===== config.mk =====
export PLATFORM = sky130hd
export DESIGN_NAME = pnz_fade
export DESIGN_NICKNAME = d
export VERILOG_FILES = /design/src/rtl/core/pnz_pkg.sv /design/src/rtl/core/pnz_fade.sv
export SDC_FILE = /design/constraint.sdc
export NUM_CORES = 2
export LEC_CHECK = 0
export ABC_AREA = 1
export BUFFER_PORTS_ARGS = -buffer_cell sky130_fd_sc_hd__clkbuf_2
export CAP_MARGIN = 10
export CELL_PAD_IN_SITES_DETAIL_PLACEMENT = 1
export CELL_PAD_IN_SITES_GLOBAL_PLACEMENT = 1
export CORE_MARGIN = 3
export CORE_UTILIZATION = 50
export CTS_BUF_LIST = sky130_fd_sc_hd__clkbuf_4 sky130_fd_sc_hd__clkbuf_8
export DETAILED_ROUTE_END_ITERATION = 12
export GPL_ROUTABILITY_DRIVEN = 0
export PLACE_DENSITY = 0.86
export SYNTH_ARGS = -nofsm -noshare
export SYNTH_HDL_FRONTEND = slang
export SYNTH_SLANG_ARGS = --single-unit

===== constraint.sdc =====
create_clock -name aclk -period 19.4 [get_ports aclk]
set_clock_uncertainty 0.1 [all_clocks]
set_input_delay 0.97 -clock aclk [delete_from_list [all_inputs] [get_ports aclk]]
set_output_delay 0.97 -clock aclk [all_outputs]
set_load 0.01 [all_outputs]

===== src/rtl/core/pnz_pkg.sv =====
// ----------------------------------------------------------------------------
// pnz_pkg
// Shared constants and types for the 2-D gradient noise pipeline.
// ----------------------------------------------------------------------------
package pnz_pkg;

    // Default configuration
    localparam int TABLE_SIZE_DEF = 256;
    localparam int FRAC_BITS_DEF  = 16;

    // Field widths
    localparam int COORD_W = 32;
    localparam int ENTRY_W = 8;
    localparam int OUT_FRAC = 16;
    localparam int OUT_W    = 18;
    localparam int OUT_MAX  = 131071;
    localparam int OUT_MIN  = -131072;

    // Fade polynomial coefficients: 6t^5 - 15t^4 + 10t^3
    localparam int FADE_K6  = 6;
    localparam int FADE_K15 = 15;
    localparam int FADE_K10 = 10;

    // Item kinds
    localparam logic MODE_COMPUTE = 1'b0;
    localparam logic MODE_WRITE   = 1'b1;

    // Pipeline register stages, numbered 1 (input) to NUM_STAGES (output)
    localparam int NUM_STAGES = 8;
    typedef logic [NUM_STAGES:1] stage_ld_t;

    // Permutation table write strobes, one per read stage
    typedef struct packed {
        logic we_first;   // copy read with the cell x index
        logic we_second;  // copies read with the hashed corner indexes
    } tbl_wr_t;

endpackage


===== src/rtl/core/pnz_fade.sv =====
// ----------------------------------------------------------------------------
// pnz_fade
// Quintic fade curve for one axis, three multiply stages (stages 2 to 4).
// ----------------------------------------------------------------------------
module pnz_fade
    import pnz_pkg::*;
#(
    parameter int FRAC_BITS = FRAC_BITS_DEF
) (
    input  logic                        aclk,
    input  stage_ld_t                   ld,
    input  logic [FRAC_BITS-1:0]        t,
    output logic signed [FRAC_BITS+1:0] fade_o
);

    localparam int F  = FRAC_BITS;
    localparam int AW = F + 5;
    localparam int PW = F + 1 + AW;
    localparam logic signed [AW-1:0] K6      = AW'(FADE_K6);
    localparam logic signed [AW-1:0] K15_ONE = AW'(FADE_K15) <<< F;
    localparam logic signed [AW-1:0] K10_ONE = AW'(FADE_K10) <<< F;

    // Stage 2: a*t and t*t, with a = 6t - 15
    logic signed [AW-1:0]   t_s;
    logic signed [AW-1:0]   a;
    logic signed [2*AW-1:0] at_reg;
    logic [2*F-1:0]         tt_reg;
    logic [F-1:0]           t2_reg;

    assign t_s = $signed(AW'(t));
    assign a   = t_s * K6 - K15_ONE;

    always_ff @(posedge aclk) begin
        if (ld[2]) begin
            at_reg <= a * t_s;
            tt_reg <= t * t;
            t2_reg <= t;
        end
    end

    // Stage 3: b = floor(a*t) + 10, d product = floor(t*t) * t
    logic signed [AW-1:0] b;
    logic signed [AW-1:0] b3_reg;
    logic [2*F-1:0]       dp3_reg;

    assign b = AW'(at_reg >>> F) + K10_ONE;

    always_ff @(posedge aclk) begin
        if (ld[3]) begin
            b3_reg  <= b;
            dp3_reg <= tt_reg[F +: F] * t2_reg;
        end
    end

    // Stage 4: floor(d) * b
    logic signed [F:0]    d_s;
    logic signed [PW-1:0] fp4_reg;

    assign d_s = $signed({1'b0, dp3_reg[F +: F]});

    always_ff @(posedge aclk) begin
        if (ld[4]) begin
            fp4_reg <= d_s * b3_reg;
        end
    end

    assign fade_o = $signed(fp4_reg[F +: F+2]);

endmodule


==> run metrics <==
highest achievable clock rate 0.101 GHz; Gate Count Post-Synth 5544; drt first-iter violations 2074; Gates resized, CTS repair 0; number of different library cells in the post-synthesis netlist 45; data required time at the worst endpoint 19530 ps; number of pins exceeding their max-slew limit in the final report 0; Total GRT Usage 30.4%; pin count of the biggest net entering global routing 54; worst slew pin tran 1150 ps; area share of the largest cell type after synthesis 43.9%; CTS H-tree depth 3; Area after DPL 45600 µm²; number of buffers created by CTS 9; count of input and output buffers 37; share of synthesized area spent on multiplexers 0%; share of synthesized area occupied by flip-flops and latches 7.28%; initial antenna violation count 1; simple-gate area share of the yosys netlist 16.2%; fraction of the mapped netlist area in compound gates 4.18%; Synth Area in Adders 55.0%; setup ws final 9450 ps; Final TNS setup 0 ps; count of hold buffers inserted by post-cts repair 0; buffer count from post-CTS setup fixing 0; post-route antenna net violation count 0; final critical path time including I/O delays and setup 9950 ps; flip-flop count of the largest register, all copies and words added 22; run status completed; core footprint 87600 µm²; Clock Latency Late Sink 490 ps; routed wire length per instance 20.8 µm; final number of setup-violating endpoints 0; fraction of synthesized cell area in xor and xnor cells 1.49%; Post-Syn Nets 6942; half-perimeter wire length after detailed placement 114000 µm; Initial Utilization 50.9%; die extent in y 305 µm; buffers from clock root to sink, at most 2; Area contributors post-synth sky130_fd_sc_hd__fa_1 (44%), sky130_fd_sc_hd__inv_1 (14%), sky130_fd_sc_hd__ha_1 (11%); Hold/Removal Path Class flip-flop to flip-flop; category of the critical setup timing path primary input to flip-flop; average size of a mapped cell 8.04 µm²; kind of end point of the critical path flip-flop; drc violations 0; clk sink count 108; global-route wire length before repair 223000 µm; largest family of logic cells by synthesized area adder cells; fraction of layout instances using a drive strength above 1 2.21%; count of vias placed by the detailed router 35900; max-cap check violation count 0; non-filler instance count after layout 6580; number of iterations in the first detailed-routing pass 5; pre-CTS setup slack 9040 ps; number of flops mapped to enable cells by yosys 108; Warnings, synthesis 0; FP Rows 108; biggest area consumer among synthesized cells sky130_fd_sc_hd__fa_1; die span in x 305 µm; unrepaired setup endpoints after global routing no; share of flip-flops with an asynchronous set or reset 0%; Cell Area, Synth 44600 µm²; top_reg_cell synth sky130_fd_sc_hd__edfxtp_1; library cell with the highest instance count after synthesis sky130_fd_sc_hd__inv_1; Synth top cells by count sky130_fd_sc_hd__inv_1 (1668), sky130_fd_sc_hd__nand2_1 (1255), sky130_fd_sc_hd__fa_1 (977); number of nets in the final layout 6817; post-synthesis sequential element count 108; overflow left after global routing 0; final std cell area, no fill 45800 µm²; clock tree from TritonCTS done; sum of routed wire length over all layers 137000 µm; Die ar. 92700 µm²; arrival time worst endpoint 10080 ps; mean number of vias per cell 5.46; largest fanout on the critical path 20; Max-slew headroom 23.3%; startpoint class of the critical path primary input; fraction of the cycle the final worst path needs 51.3%; clk root buf sky130_fd_sc_hd__clkbuf_8; number of primary I/O pins 43; Post-Place Cells 6563; register clock-pin slew on the reported worst setup and hold paths 140 ps; endpoints failing hold 0; vias in the first global route 42700; synth-to-layout area growth 2.76%
[layer usage]
layer / up-vias / wire, µm / track usage, % / part of all wire [%]
met2: 1278 / 71100 / 55.7 / 52
met1: 18500 / 51600 / 35.6 / 38
met5: - / 0 / 0 / 0
li1: 15700 / - / - / -
met4: 0 / 6540 / 13.9 / 4.8
met3: 433 / 7660 / 3.67 / 5.6
[critical path, cell delays in order]
cell and delay (ps):
sky130_fd_sc_hd__clkbuf_2 80, sky130_fd_sc_hd__buf_4 320, sky130_fd_sc_hd__clkinv_1 810, sky130_fd_sc_hd__ha_1 800
sky130_fd_sc_hd__inv_1 130, sky130_fd_sc_hd__nor3_1 240, sky130_fd_sc_hd__a21oi_1 140, sky130_fd_sc_hd__nand3_1 110
sky130_fd_sc_hd__nand2_1 360, sky130_fd_sc_hd__ha_1 910, sky130_fd_sc_hd__nand2_1 200, sky130_fd_sc_hd__fa_1 560
sky130_fd_sc_hd__fa_1 530, sky130_fd_sc_hd__fa_1 560, sky130_fd_sc_hd__inv_1 60, sky130_fd_sc_hd__fa_1 480
sky130_fd_sc_hd__fa_1 520, sky130_fd_sc_hd__inv_1 50, sky130_fd_sc_hd__fa_1 470, sky130_fd_sc_hd__inv_1 40
sky130_fd_sc_hd__ha_1 350, sky130_fd_sc_hd__a21oi_1 260, sky130_fd_sc_hd__a21boi_0 300, sky130_fd_sc_hd__o21ai_0 220
sky130_fd_sc_hd__a211oi_1 360, sky130_fd_sc_hd__nand2_1 90, sky130_fd_sc_hd__nand2_1 80, sky130_fd_sc_hd__nand2_1 60
[area by class of cell]
type	instances	area, µm²
multi-input combinational	3561	34200
sequential	108	3240
timing repair buffer	60	358
inverter	1679	6310
tap	1155	1450
antenna	1	2.50
fill	10900	41800
clock buffer	9	124
clock inverter	7	66.3
[per-stage QoR]
step                      hold WS (ps)  utilization [%]
after floorplan                    300                -
after global placement             300             52.1
after detailed placement           306             52.1
after CTS                          327             52.3
after global routing               332             52.3
final                              324             52.3
[cell usage in the layout (no fill, tap or decap), drive strengths merged, types with 9 or more instances in the layout]
cell type,n
nand2,1272
buf,23
or2,12
inv,1679
o21ai,80
o21a,9
a31oi,13
nor3,27
edfxtp,108
xor2,51
fa,977
nor2,286
ha,396
nand4,15
xnor2,25
nand3,166
clkbuf,46
o21bai,27
a21oi,147
a21o,25
[path summary, 6_finish.rpt]
path                            slack, ps  cells after the start                   from               endpoint
worst max-delay path                 9450                     28                  t[14]   at_reg[30]$_DFFE_PP_
worst min-delay path                  320                      0   at_reg[30]$_DFFE_PP_   b3_reg[14]$_DFFE_PP_
worst max register to register      12710                     22  dp3_reg[24]$_DFFE_PP_  fp4_reg[33]$_DFFE_PP_
worst min register to register        320                      0   at_reg[30]$_DFFE_PP_   b3_reg[14]$_DFFE_PP_
[cell families after synthesis]
logic type      count (synthesis)
xor+xnor                       76
buf+inv                      1875
compound gates                321
simple gates                 1791
flops                         108
fa+ha+maj                    1373
Power is left out: the tool's default activity adds up to more than one toggle a clock period on the data nets, which glitch-free logic cannot reach.
