[src/rtl/core/pnz_pkg.sv]
// ----------------------------------------------------------------------------
// pnz_pkg
// Shared constants and types for the 2-D gradient noise pipeline.
// ----------------------------------------------------------------------------
package pnz_pkg;

    // Default configuration
    localparam int TABLE_SIZE_DEF = 256;
    localparam int FRAC_BITS_DEF  = 16;

    // Field widths
    localparam int COORD_W = 32;
    localparam int ENTRY_W = 8;
    localparam int OUT_FRAC = 16;
    localparam int OUT_W    = 18;
    localparam int OUT_MAX  = 131071;
    localparam int OUT_MIN  = -131072;

    // Fade polynomial coefficients: 6t^5 - 15t^4 + 10t^3
    localparam int FADE_K6  = 6;
    localparam int FADE_K15 = 15;
    localparam int FADE_K10 = 10;

    // Item kinds
    localparam logic MODE_COMPUTE = 1'b0;
    localparam logic MODE_WRITE   = 1'b1;

    // Pipeline register stages, numbered 1 (input) to NUM_STAGES (output)
    localparam int NUM_STAGES = 8;
    typedef logic [NUM_STAGES:1] stage_ld_t;

    // Permutation table write strobes, one per read stage
    typedef struct packed {
        logic we_first;   // copy read with the cell x index
        logic we_second;  // copies read with the hashed corner indexes
    } tbl_wr_t;

endpackage

[src/rtl/core/pnz_blend.sv]
// ----------------------------------------------------------------------------
// pnz_blend
// Bilinear blend of the corner values by the faded weights, output scaling
// and saturation (stages 5 to 8).
// ----------------------------------------------------------------------------
module pnz_blend
    import pnz_pkg::*;
#(
    parameter int FRAC_BITS = FRAC_BITS_DEF
) (
    input  logic                        aclk,
    input  stage_ld_t                   ld,
    input  logic signed [FRAC_BITS+1:0] bl,
    input  logic signed [FRAC_BITS+1:0] br,
    input  logic signed [FRAC_BITS+2:0] dl,
    input  logic signed [FRAC_BITS+2:0] dh,
    input  logic signed [FRAC_BITS+1:0] u,
    input  logic signed [FRAC_BITS+1:0] v,
    output logic signed [OUT_W-1:0]     noise_o
);

    localparam int F   = FRAC_BITS;
    localparam int FW  = F + 2;
    localparam int GW  = F + 2;
    localparam int DW  = F + 3;
    localparam int LW  = F + 4;
    localparam int RW  = F + 5;
    localparam int SW  = RW + 8;
    localparam int SHR = (F > OUT_FRAC) ? F - OUT_FRAC : 0;
    localparam int SHL = (F < OUT_FRAC) ? OUT_FRAC - F : 0;
    localparam logic signed [SW-1:0] SAT_MAX = SW'(OUT_MAX);
    localparam logic signed [SW-1:0] SAT_MIN = SW'(OUT_MIN);

    // Stage 5: vertical products v * (top - bottom)
    logic signed [FW+DW-1:0] plo5_reg;
    logic signed [FW+DW-1:0] phi5_reg;
    logic signed [GW-1:0]    bl5_reg;
    logic signed [GW-1:0]    br5_reg;
    logic signed [FW-1:0]    u5_reg;

    always_ff @(posedge aclk) begin
        if (ld[5]) begin
            plo5_reg <= v * dl;
            phi5_reg <= v * dh;
            bl5_reg  <= bl;
            br5_reg  <= br;
            u5_reg   <= u;
        end
    end

    // Stage 6: left and right edge values, horizontal difference
    logic signed [LW-1:0] lo;
    logic signed [LW-1:0] hi;
    logic signed [LW-1:0] lo6_reg;
    logic signed [LW:0]   dlh6_reg;
    logic signed [FW-1:0] u6_reg;

    assign lo = LW'(bl5_reg) + $signed(plo5_reg[F +: LW]);
    assign hi = LW'(br5_reg) + $signed(phi5_reg[F +: LW]);

    always_ff @(posedge aclk) begin
        if (ld[6]) begin
            lo6_reg  <= lo;
            dlh6_reg <= (LW+1)'(hi) - (LW+1)'(lo);
            u6_reg   <= u5_reg;
        end
    end

    // Stage 7: horizontal product u * (hi - lo)
    logic signed [FW+LW:0] pr7_reg;
    logic signed [LW-1:0]  lo7_reg;

    always_ff @(posedge aclk) begin
        if (ld[7]) begin
            pr7_reg <= u6_reg * dlh6_reg;
            lo7_reg <= lo6_reg;
        end
    end

    // Stage 8: final sum, rescale to the output fraction, saturate
    logic signed [RW-1:0]    r;
    logic signed [SW-1:0]    r_scaled;
    logic signed [OUT_W-1:0] r_sat;
    logic signed [OUT_W-1:0] noise_reg;

    assign r        = RW'(lo7_reg) + $signed(pr7_reg[F +: RW]);
    assign r_scaled = (SW'(r) >>> SHR) <<< SHL;

    always_comb begin
        if (r_scaled > SAT_MAX) begin
            r_sat = SAT_MAX[OUT_W-1:0];
        end else if (r_scaled < SAT_MIN) begin
            r_sat = SAT_MIN[OUT_W-1:0];
        end else begin
            r_sat = r_scaled[OUT_W-1:0];
        end
    end

    always_ff @(posedge aclk) begin
        if (ld[8]) begin
            noise_reg <= r_sat;
        end
    end

    assign noise_o = noise_reg;

endmodule
[config.mk]
export PLATFORM = sky130hd
export DESIGN_NAME = pnz_blend
export DESIGN_NICKNAME = d
export VERILOG_FILES = /design/src/rtl/core/pnz_pkg.sv /design/src/rtl/core/pnz_blend.sv
export SDC_FILE = /design/constraint.sdc
export NUM_CORES = 2
export LEC_CHECK = 0
export BUFFER_PORTS_ARGS = -buffer_cell sky130_fd_sc_hd__buf_2
export CORE_UTILIZATION = 40
export DETAILED_ROUTE_END_ITERATION = 12
export PLACE_DENSITY_LB_ADDON = 0.3
export SLEW_MARGIN = 5
export SYNTH_ARGS = -nofsm -noshare
export SYNTH_HDL_FRONTEND = slang
export SYNTH_SLANG_ARGS = --single-unit
[constraint.sdc]
create_clock -name aclk -period 9.92 [get_ports aclk]
set_clock_uncertainty 0.1 [all_clocks]
set_input_delay 2.48 -clock aclk [delete_from_list [all_inputs] [get_ports aclk]]
set_output_delay 2.48 -clock aclk [all_outputs]
set_load 0.1 [all_outputs]
==> qor.yml <==
cts_resized: 0
worstSkewPairLatency_ns: 0.58
dpl.hpwl_mm: 90.4
min_period_over_period: 0.865
ys.warnings.count: 0
slew_headroom: 0.297
synth.distinct_cells: 75
end_kind: "flop"
hold_end: "lo7_reg[18]"
hold_buffers: 0
ys.flop_type: "edfxtp_1"
status: "completed"
fin_nets: 6271
synth_common_cells: "1,158 x inv_1, 1,042 x fa_1, 527 x nand2_1"
io_buffers: 132
h-tree-depth: 1
worst_pin_slew_ns: 1.06
antenna_found_initial: 13
min_from: "lo6_reg[18]"
drv_slew: 0
coreArea_sq_um: 116000
crit_fanout: 24
ant_nets: 0
cts-buffers-inserted: 27
synth_fp_nets: 6247
cts.clk_slew.worst_paths_ns: 0.06
grt_pass1_wl_mm: 181
critPathKind: "input port to flop"
ys_seq_elements: 212
cp.required_ns: 10.13
min_period_ns: 8.58
rr_worst_depth: 18
vias_per_cell: 4.92
grt_use_met3: 0.0239
grt_util_met1: 0.254
avgRoutedWirePerCell_microns: 17.3
seq_area_frac_synth: 0.136
synth_cells: 4741
grt_setup_unrepaired: "false"
max_freq_ghz: 0.117
fin_setup_tns_ns: 0
remaining_drc_errors: 0
setup_violations: 0
rrSetupSlack_ns: 2.74
grt.overflow.total: 0
gp_congestion: 0.861
io_pins: 137
grt_use_total: 0.194
yosysTopAreaCell: "fa_1"
whs_path_depth: 0
drive_gt1_frac: 0.0489
synthArstFlopShare: 0
synth-edff-count: 212
finalHoldViolations: 0
totalWireLength_mm: 109
die_y_microns: 344
grt_max_degree: 68
syn_avg_cell_area_sq_um: 9.87
cts_buffer_depth: 3
area_delta_synth_final_pct: 6.49
cts_setup_buffers: 0
met2_usage: 0.340
cts-root-buf: "clkbuf_16"
cts_sinks: 212
synth_area_leaders: "fa_1 45%, edfxtp_1 14%, inv_1 9.3%"
cp_data_arrival_time_ns: 8.79
drt-initial-drc-count: 1498
rr_startpoint: "u6_reg[4]"
rows: 125
yosysMostFrequentCell: "inv_1"
hold_class: "flop to flop"
grt_pass1_vias: 34100
cts_tree: "done"
vias: 31000
yosysTopAreaCellShare: 0.446
r2r-end: "pr7_reg[31]"
grt_busiest_layer: "met2"
die_x_microns: 344
worstSetupStartpointType: "input port"
die-area_sq_um: 118000
start_util: 0.403
syn_area_sq_um: 46800
drv_cap: 0
drt_first_pass_iters: 5
metal layers:
layer,wire length (microns),vias to the layer above
met3,5130,154
met4,3060,20
met1,47600,16100
li1,-,14200
met2,53400,661
met5,156,-
kinds of logic (layout without fill, tap and decap cells):
group	after synthesis	after routing	synth area share
adders and majority gates	1387	1387	0.538
and+or+nand+nor	1342	1342	0.144
buffers and inverters	1330	1375	0.107
AOI/OAI and AO/OA	305	305	0.0438
DFF	212	212	0.136
xor gates and xnor gates	162	162	0.0303
muxes	3	3	0.000642
other	0	3	0
stage by stage:
stage	setup WS, ns	instances	utilization	hold WS, ns	cell area [sq um]
after floorplan	1.16	4741	-	0.300	46800
after global placement	0.730	6260	0.422	0.304	48900
after detailed placement	0.682	6260	0.422	0.305	48900
after CTS	1.30	6310	0.429	0.319	49800
after global routing	1.04	6311	0.429	0.323	49800
final	1.34	6313	0.429	0.318	49800
layout make-up:
class / instances / area [sq um]
tap: 1524 / 1910
timing repair buffer: 166 / 918
antenna: 3 / 7.51
fill: 11300 / 66200
multi-input combinational: 3199 / 35400
sequential: 212 / 6370
clock buffer: 30 / 687
clock inverter: 20 / 168
inverter: 1159 / 4350
layout by cell type (no fill, tap or decap), types with 4 or more instances in the layout:
cell type and count:
nand2_1 527, a211oi_1 16, clkbuf_16 27, clkinvlp_4 7
nand3_1 33, fa_1 1042, buf_2 131, o211ai_1 11
a2bb2oi_1 4, inv_1 1158, nand3b_1 4, nand2b_1 26
nor2b_1 14, a31oi_1 12, or3_1 10, a211o_1 6
a21oi_2 4, edfxtp_1 212, and2_1 518, buf_4 35
a21o_1 36, o21ai_0 60, and3_1 15, inv_6 4
nor4_1 4, xnor2_1 124, o21bai_1 15, o21a_1 18
a21oi_1 77, nand4_1 9, ha_1 345, xor2_1 38
or2_2 4, o31ai_1 6, nor3_1 39, nor2_1 123
critical path: stages:
cell	delay, ns
buf_2	0.50
buf_4	0.30
nand2_1	0.10
fa_1	0.51
inv_1	0.05
fa_1	0.50
fa_1	0.57
fa_1	0.44
fa_1	0.50
inv_1	0.05
fa_1	0.47
inv_1	0.04
ha_1	0.32
and4_1	0.21
a31oi_1	0.15
o21ai_0	0.10
a21oi_1	0.32
o21ai_1	0.26
a21oi_2	0.36
o21ai_0	0.19
a31oi_1	0.23
xnor2_1	0.11
worst max path at each step:
| stage | from | endpoint | slack, ns | cells after the start |
|---|---|---|---|---|
| floorplan | v[3] | plo5_reg[34] | 1.16 | 24 |
| global route | v[6] | phi5_reg[35] | 1.04 | 23 |
| finish | v[10] | phi5_reg[35] | 1.34 | 22 |
| CTS | v[9] | phi5_reg[35] | 1.30 | 22 |
| detailed placement | v[9] | phi5_reg[35] | 0.68 | 22 |
| global placement | v[9] | phi5_reg[35] | 0.73 | 22 |
Power is left out: the tool's default activity adds up to more than one toggle a clock period on the data nets, which glitch-free logic cannot reach.
